`src/rtl/core/grid_local_minimum_detector_unit_assert.svh`:
```
// ----------------------------------------------------------------------------
// Assertion macros for the grid local minimum detector
// Concurrent checks sampled on clk, disabled while arst_n is low.
// ----------------------------------------------------------------------------
`ifndef GRID_LOCAL_MINIMUM_DETECTOR_UNIT_ASSERT_SVH
`define GRID_LOCAL_MINIMUM_DETECTOR_UNIT_ASSERT_SVH

// Consequent must hold in the same cycle as the antecedent
`define GLMD_ASSERT_SAME(lbl, ante, cons, msg) \
	lbl: assert property (@(posedge clk) disable iff (!arst_n) (ante) |-> (cons)) \
		else $error(msg);

// Consequent must hold in the cycle after the antecedent
`define GLMD_ASSERT_NEXT(lbl, ante, cons, msg) \
	lbl: assert property (@(posedge clk) disable iff (!arst_n) (ante) |=> (cons)) \
		else $error(msg);

`endif

```
`src/rtl/core/glmd_pkg.sv`:
```
// ----------------------------------------------------------------------------
// glmd_pkg
// Shared types and constants of the grid local minimum detector.
// ----------------------------------------------------------------------------
package glmd_pkg;

	// Configuration port geometry and register indexes
	localparam int CFG_IDX_W    = 1;
	localparam int CFG_DATA_W   = 16;
	localparam int FRAME_COLS_W = 9;
	localparam int FRAME_ROWS_W = 16;

	localparam logic [CFG_IDX_W-1:0] REG_FRAME_COLS = 1'b0;
	localparam logic [CFG_IDX_W-1:0] REG_FRAME_ROWS = 1'b1;

	localparam logic [FRAME_COLS_W-1:0] FRAME_COLS_RESET = 9'd100;
	localparam logic [FRAME_ROWS_W-1:0] FRAME_ROWS_RESET = 16'd100;

	// Number of decisions one item can cause
	localparam int SLOTS = 3;

	typedef struct packed {
		logic [7:0] height;
	} cell_item_t;

	typedef struct packed {
		logic [7:0]  cell_col;
		logic [15:0] cell_row;
		logic [7:0]  cell_height;
		logic        is_minimum;
		logic [23:0] minima_so_far;
		logic        last_of_run;
		logic        frame_done;
	} decision_t;

	// One line buffer entry: the two earlier rows at one column
	typedef struct packed {
		logic [7:0] two_back;
		logic [7:0] one_back;
	} lb_word_t;

	// Decisions caused by one item, with a mask of the slots in use
	typedef struct packed {
		logic [SLOTS-1:0]             pend;
		decision_t [SLOTS-1:0]        slot;
	} bundle_t;

endpackage

```
`src/rtl/core/glmd_stream_if.sv`:
```
// ----------------------------------------------------------------------------
// glmd_stream_if
// Valid/ready channel carrying one payload item per handshake.
// ----------------------------------------------------------------------------
interface glmd_stream_if #(
	parameter type T = logic [7:0]
);
	logic valid;
	logic ready;
	T     data;

	modport source (output valid, output data, input ready);
	modport sink   (input valid, input data, output ready);
endinterface

```
`src/rtl/core/glmd_out_queue.sv`:
```
// ----------------------------------------------------------------------------
// glmd_out_queue
// Holds the decisions of one item and hands them out one per handshake
// through an output register, marking the final one of the item.
// ----------------------------------------------------------------------------
`include "grid_local_minimum_detector_unit_assert.svh"

module glmd_out_queue
	import glmd_pkg::*;
(
	input  logic          clk,
	input  logic          arst_n,
	input  logic          push,
	input  bundle_t       bundle,
	output logic          can_take,
	glmd_stream_if.source decisions
);

	logic [SLOTS-1:0] pend_s1;
	decision_t [SLOTS-1:0] slot_s1;
	decision_t        out_q;
	decision_t        out_next;
	logic             out_valid_q;
	logic             out_free;
	logic             move;
	logic [SLOTS-1:0] rest;
	logic [1:0]       sel;

	// Pick the oldest pending slot
	always_comb begin
		if (pend_s1[0]) begin
			sel = 2'd0;
		end else if (pend_s1[1]) begin
			sel = 2'd1;
		end else begin
			sel = 2'd2;
		end
	end

	assign rest     = pend_s1 & (pend_s1 - SLOTS'(1));
	assign out_free = !out_valid_q || decisions.ready;
	assign move     = (pend_s1 != '0) && out_free;
	assign can_take = (pend_s1 == '0) || (move && (rest == '0));

	// Hold the item's decisions, drop each one as it moves out
	always_ff @(posedge clk or negedge arst_n) begin
		if (!arst_n) begin
			pend_s1 <= '0;
		end else if (push) begin
			pend_s1 <= bundle.pend;
		end else if (move) begin
			pend_s1 <= rest;
		end
	end

	always_ff @(posedge clk) begin
		if (push) begin
			slot_s1 <= bundle.slot;
		end
	end

	// Mark the final decision of the item
	always_comb begin
		out_next             = slot_s1[sel];
		out_next.last_of_run = (rest == '0);
	end

	// Output register
	always_ff @(posedge clk or negedge arst_n) begin
		if (!arst_n) begin
			out_valid_q <= 1'b0;
		end else if (move) begin
			out_valid_q <= 1'b1;
		end else if (decisions.ready) begin
			out_valid_q <= 1'b0;
		end
	end

	always_ff @(posedge clk) begin
		if (move) begin
			out_q <= out_next;
		end
	end

	assign decisions.valid = out_valid_q;
	assign decisions.data  = out_q;

	`GLMD_ASSERT_SAME(a_push_when_free, push, can_take, "item pushed while queue busy")
	`GLMD_ASSERT_NEXT(a_push_nonempty, push, pend_s1 != '0, "empty item pushed")
	`GLMD_ASSERT_SAME(a_done_ends_run, out_valid_q && out_q.frame_done, out_q.last_of_run,
		"frame end decision not last of its item")

endmodule

```
`src/flat_wrapper.sv`:
```
// flat-port wrapper written by rule: the top's interface ports become plain ports
module glmd_out_queue_flat import glmd_pkg::*;
  (clk, arst_n, push, bundle, can_take, decisions_valid, decisions_data, decisions_ready);
  glmd_stream_if decisions_i ();
  input  logic clk;
  input  logic arst_n;
  input  logic push;
  input  bundle_t bundle;
  output logic can_take;
  output wire logic [$bits(decisions_i.valid)-1:0] decisions_valid;
  output wire logic [$bits(decisions_i.data)-1:0] decisions_data;
  input wire logic [$bits(decisions_i.ready)-1:0] decisions_ready;
  assign decisions_valid = decisions_i.valid;
  assign decisions_data = decisions_i.data;
  assign decisions_i.ready = decisions_ready;
  glmd_out_queue u_core (.clk(clk), .arst_n(arst_n), .push(push), .bundle(bundle), .can_take(can_take), .decisions(decisions_i));
endmodule
```
`config.mk`:
```
export PLATFORM = sky130hd
export DESIGN_NAME = glmd_out_queue_flat
export DESIGN_NICKNAME = d
export VERILOG_FILES = /design/src/rtl/core/glmd_pkg.sv /design/src/rtl/core/glmd_stream_if.sv /design/src/rtl/core/glmd_out_queue.sv /design/src/flat_wrapper.sv
export VERILOG_INCLUDE_DIRS = /design/src /design/src/rtl/core
export SDC_FILE = /design/constraint.sdc
export NUM_CORES = 1
export LEC_CHECK = 0
export ABC_CLOCK_PERIOD_IN_PS = 1790
export BUFFER_PORTS_ARGS = -buffer_cell sky130_fd_sc_hd__buf_2
export CAP_MARGIN = 30
export CORE_AREA = 2 2 76 78
export DETAILED_ROUTE_END_ITERATION = 8
export DIE_AREA = 0 0 78 80
export PLACE_DENSITY = 0.63
export SLEW_MARGIN = 10
export SYNTH_ARGS = -nofsm -noshare
export SYNTH_HDL_FRONTEND = slang
export SYNTH_SLANG_ARGS = --single-unit
```
`constraint.sdc`:
```
create_clock -name clk -period 1.79 [get_ports clk]
set_input_delay 0.179 -clock clk [delete_from_list [all_inputs] [get_ports clk]]
set_output_delay 0.179 -clock clk [all_outputs]
set_load 0.01 [all_outputs]
```
### Yosys cells after proc, flatten, opt, wreduce, memory -nomap -nowiden

Index checks and enable logic that the tools add are counted.

| storage, ports and cells | value |
|---|---|
| flip-flop bits (word level) | 189 |
| input bits | 184 |
| output and inout port bits | 10 |
| word-level logic and storage cells | 47 |

| cells by class | value |
|---|---|
| bitwise gates (word level) | 1 |
| mux-type cells | 8 |
| order comparisons | 1 |
| reductions and logical operators | 10 |
| add/subtract/negate cells | 1 |

Operator list:

| kind | number |
|---|---|
| binary-select mux 59 bit (select 2 bit) | 1 |
| 2-to-1 mux 8 bit | 1 |
| zero test 3 bit | 2 |
| 2-to-1 mux 3 bit | 2 |
| 2-to-1 mux 2 bit | 2 |
| nonzero test 2 bit | 2 |
| bitwise AND 3 bit | 1 |
| < comparator 2 x 3 -> 1 bit (second input constant) | 1 |
| nonzero test 3 bit | 1 |
| subtractor 3 x 1 -> 3 bit (second input constant) | 1 |
| logical AND 1 bit | 2 |
| logical OR 1 bit | 2 |
| 2-to-1 mux 1 bit | 2 |
| zero test 1 bit | 1 |

### Longest topological paths before layout

| logic depth | value |
|---|---|
| word-level depth | 5 |
| gate-level depth with buffers | 3 |
| gate-level depth less buffers | 3 |

### Worst setup path before layout

Ideal clock, no wire load.

| timing path | value |
|---|---|
| path type | register -> register |
| start point | register u_core.pend_s1[1] |
| end point | register u_core.out_q (netlist bit u_core.decisions.data[0]) (enable) |
| arrival | 982 ps |
| path buffers | 1 |
| period minus slack after synthesis | 1353 ps |
| setup time | 370 ps |
| slack | 437 ps |
| data required time | 1420 ps |
| stages on the path, launching flop included | 4 |
| path through | dfrtp_1 > buf_6 > nor3_1 > nor2_1 |

| between the ends | value |
|---|---|
| word-level cells in the longest chain between the ends | 2 |

RTL lines:

| element | RTL line | RTL |
|---|---|---|
| start: declaration | glmd_out_queue.sv:19 | `logic [SLOTS-1:0] pend_s1;` |
| start signal: assignment | glmd_out_queue.sv:50 | `pend_s1 <= bundle.pend;` |
| start signal: assignment | glmd_out_queue.sv:52 | `pend_s1 <= rest;` |
| nonzero test 3 bit | glmd_out_queue.sv:42 | `assign move = (pend_s1 != '0) && out_free;` |
| logical AND 1 bit | glmd_out_queue.sv:42 |  |
| named net u_core.move | glmd_out_queue.sv:25 | `logic move;` |
| end signal: assignment | glmd_out_queue.sv:81 | `out_q <= out_next;` |
| end: declaration | glmd_out_queue.sv:21 | `decision_t out_q;` |

The timed path passes the listed nets, and every way through them passes these cells.
A chain may end at the register's enable or synchronous reset.

### Final worst setup path

| timing path | value |
|---|---|
| start point | register u_core.out_valid_q (netlist: u_core.decisions.valid) |
| end point | output port can_take |

| between the ends | value |
|---|---|
| word-level cells in the longest chain between the ends | 5 |

RTL lines:

| element | RTL line | RTL |
|---|---|---|
| start: declaration | glmd_out_queue.sv:23 | `logic out_valid_q;` |
| start signal: assignment | glmd_out_queue.sv:71 | `out_valid_q <= 1'b0;` |
| start signal: assignment | glmd_out_queue.sv:73 | `out_valid_q <= 1'b1;` |
| start signal: assignment | glmd_out_queue.sv:75 | `out_valid_q <= 1'b0;` |
| zero test 1 bit | glmd_out_queue.sv:41 | `assign out_free = !out_valid_q \|\| decisions.ready;` |
| logical OR 1 bit | glmd_out_queue.sv:41 |  |
| logical AND 1 bit | glmd_out_queue.sv:42 |  |
| logical AND 1 bit | glmd_out_queue.sv:43 | `assign can_take = (pend_s1 == '0) \|\| (move && (rest == '0));` |
| logical OR 1 bit | glmd_out_queue.sv:43 |  |
| end: declaration | flat_wrapper.sv:9 | `output logic can_take;` |

No other way between the ends.

==> run_results.csv <==
group,metric,value,unit
run_status,status,"finished clean",
setup_path,slowest_delay,400,ps
synthesis,syn_nets,259,
cells_and_area,layout.nets,304,
synthesis,postSynthAreaPerCell,16.4,sq um
timing,worstMarginPinSlew,529,ps
synthesis,ys_ff_latch,33,
timing,hold_viol,0,
setup_path,end_kind,"primary output",
timing,maxSlewViolCount,0,
timing,fin_tns_setup,0,ps
setup_path,path_class,"reg -> out",
setup_path,start_kind,"flip-flop",
timing,fin_worst_skew,2.87,ps
clock_tree,cts_root_buf,"clkbuf_8",
route,drtIter0Drc,32,
clock_tree,cts_tree,"yes",
setup_path,cp-startpoint,"u_core.decisions.valid$_DFFE_PN0P_",
synthesis,yosys_warnings,0,
pwr,p_leak,0.626,nW
timing,relSlewSlack,64.7,%
setup_path,path_max_fanout,6,
route,avgRoutedWirePerCell,11.0,um
floorplan,dieWidth,78,um
placed_design,post-dp-hpwl,1.53,mm
floorplan,start_util,22.7,%
setup_path,r2r_slack,440,ps
setup_path,cp.arrival,1500,ps
route,drc_errors,0,
floorplan,rows,27,
cells_and_area,drive_gt1_share,40.5,%
setup_path,rr_endpoint,"u_core.decisions.data[4]$_DFFE_PP_",
worst_hold_path,hp-class,"in -> reg",
global_routing,antenna_found_initial,0,
setup_path,r2r.worst_path.cells,3,
route,ant_nets,0,
global_routing,grt_first_pass_wirelength,3.39,mm
clock_tree,clk_latency,270,ps
placed_design,port_buffers,37,
global_routing,grt_start_max_net_pins,28,
cells_and_area,diodes,0,
setup_path,critPathRequiredTime,1610,ps
pwr,vdd_drop_max,0.575,mV
timing,setup_slack,112,ps
timing,rsz0062_at_grt,"no",
clock_tree,cts_inserted_buffers,5,
synthesis,yosysUniqueCellTypes,17,
synthesis,postSynthCellCount,75,
synthesis,syn_area,1230,sq um
route,dr.pass1.iters,4,
job,maxCapViolations,0,
floorplan,fp.coreArea,5410,sq um
clock_tree,clk_pin_slew,70,ps
placed_design,place_ws,325,ps
setup_path,crit_chain,"nor2b_4 -> maj3_1 -> o21ai_1 -> buf_2",
synthesis,ys_seq_area_share,79.1,%
cells_and_area,n_fill_cell,570,
clock_tree,clkSinkCount,33,
timing,period_needed,1680,ps
route,drt_wl_total,2.13,mm
floorplan,fp.dieArea,6240,sq um
clock_tree,clock_path_buffers,2,
global_routing,grt.total_usage,7.48,%
floorplan,ios,194,
floorplan,die_h,80,um
route,num_vias,734,
pwr,power_density,1020,nW/um^2
clock_tree,h-tree-depth,2,
clock_tree,post_cts_buffers,0,
timing,post-route-period-util,93.7,%
setup_path,crit_slowest_cell,"dfrtp_1",
cells_and_area,area_growth,30.3,%
cells_and_area,post-route-util,29.6,%
global_routing,overflow,0,
placed_design,place.gp.congestion,0.672,
timing,finalSetupViolCount,0,
setup_path,crit-reg2reg-launch,"u_core.pend_s1[1]$_DFFE_PN0P_",
timing,max_freq,596,MHz
global_routing,first_global_vias,714,
route,viasPerCell,3.80,
setup_path,endpoint,"can_take",
## worst min path at each step
stage	from	cells past startpoint	to	slack, ps
finish	bundle[0]	1	u_core.slot_s1[0]$_DFFE_PP_	70
global placement	arst_n	1	u_core.pend_s1[2]$_DFFE_PN0P_	-10
CTS	bundle[0]	1	u_core.slot_s1[0]$_DFFE_PP_	60
detailed placement	arst_n	1	u_core.pend_s1[2]$_DFFE_PN0P_	-10
global route	bundle[59]	1	u_core.slot_s1[59]$_DFFE_PP_	60
floorplan	arst_n	0	u_core.decisions.valid$_DFFE_PN0P_	-120
## layer usage
layer  track usage [%]  wire length (um)  up-vias
li1                  -                 -      366
met4              2.63                16        0
met2              10.9               962       32
met5                 0                 0        -
met3              3.85               177        4
met1              9.53               974      332
## repair_timing
action	CTS	global route
hold endpoints to repair	4	0
setup endpoints to repair	0	1
hold buffers	1	0
gates resized for setup	0	2
## per-stage QoR
| stage | instances | power, mW | hold WS (ps) | instance area (sq um) |
|---|---|---|---|---|
| floorplan | 75 | 1.04 | -117 | 1230 |
| finish | 193 | 1.64 | 73.0 | 1600 |
| global placement | 184 | 1.14 | -13.5 | 1510 |
| CTS | 193 | 1.67 | 62.3 | 1600 |
| global route | 193 | 1.73 | 56.6 | 1600 |
| detailed placement | 184 | 1.14 | -9.76 | 1510 |
## report_power, final
group | internal [mW] | switching, mW | total, mW | leakage [nW]
Combinational | 0.0801 | 0.0832 | 0.163 | 0.252
Clock | 0.269 | 0.248 | 0.516 | 0.0450
Sequential | 0.923 | 0.0348 | 0.958 | 0.329
Total | 1.27 | 0.365 | 1.64 | 0.626
## placed cells by master (no fill, tap or decap), drive strengths merged
cell type    instances
a21oi                1
buf                 40
clkbuf               6
clkinv               2
dfrtp                4
dlygate4sd3          1
edfxtp              29
maj3                 1
mux2i                7
nand2               11
nor2                 1
nor2b                1
nor3                 1
o21a                 1
o21ai               12
o31ai                1
or2                  1
or3                  1
## critical path: cells and delay by family (launching register included)
kind / cells / cell delay (ps)
DFF: 1 / 400
adders and majority gates: 1 / 350
AOI/OAI and AO/OA: 1 / 160
buffers and inverters: 1 / 160
and+or+nand+nor: 1 / 150
## layout make-up
cell class              count  area, sq um  area share [%]
clock inverters             2         10.0           0.626
repair buffers             41          218            13.6
flip-flops and latches     33          972            60.8
well taps                  72         90.1            5.63
clock buffers               6         72.6            4.54
multi-input cells          39          236            14.8
## cells in the mapped netlist
library cell	number	share of area, %
a21oi_1	1	0.41
buf_2	1	0.41
buf_6	1	0.92
clkbuf_1	1	0.31
dfrtp_1	4	8.2
edfxtp_1	29	71
maj3_1	1	0.82
mux2i_1	7	5.7
nand2_1	11	3.4
nor2_1	1	0.31
nor2b_4	1	1.1
nor3_1	1	0.41
o21a_1	1	0.61
o21ai_0	12	4.9
o31ai_1	1	0.61
or2_1	1	0.51
or3_1	1	0.51
## registers in the layout, summed over array words and instances (netlist names)
| register | count |
|---|---|
| u_core.decisions.data | 8 |
| u_core.pend_s1 | 3 |
| u_core.decisions.valid | 1 |
| u_core.slot_s1 | 21 |
## cells by family after synthesis
family	after synthesis	share of synthesized area, %
DFF	33	79.1
and+or+nand+nor	16	6.22
AOI/OAI and AO/OA	15	6.52
muxes	7	5.71
buffers and inverters	3	1.63
adders and majority gates	1	0.816
No activity file was read; power rests on OpenSTA's default activity.
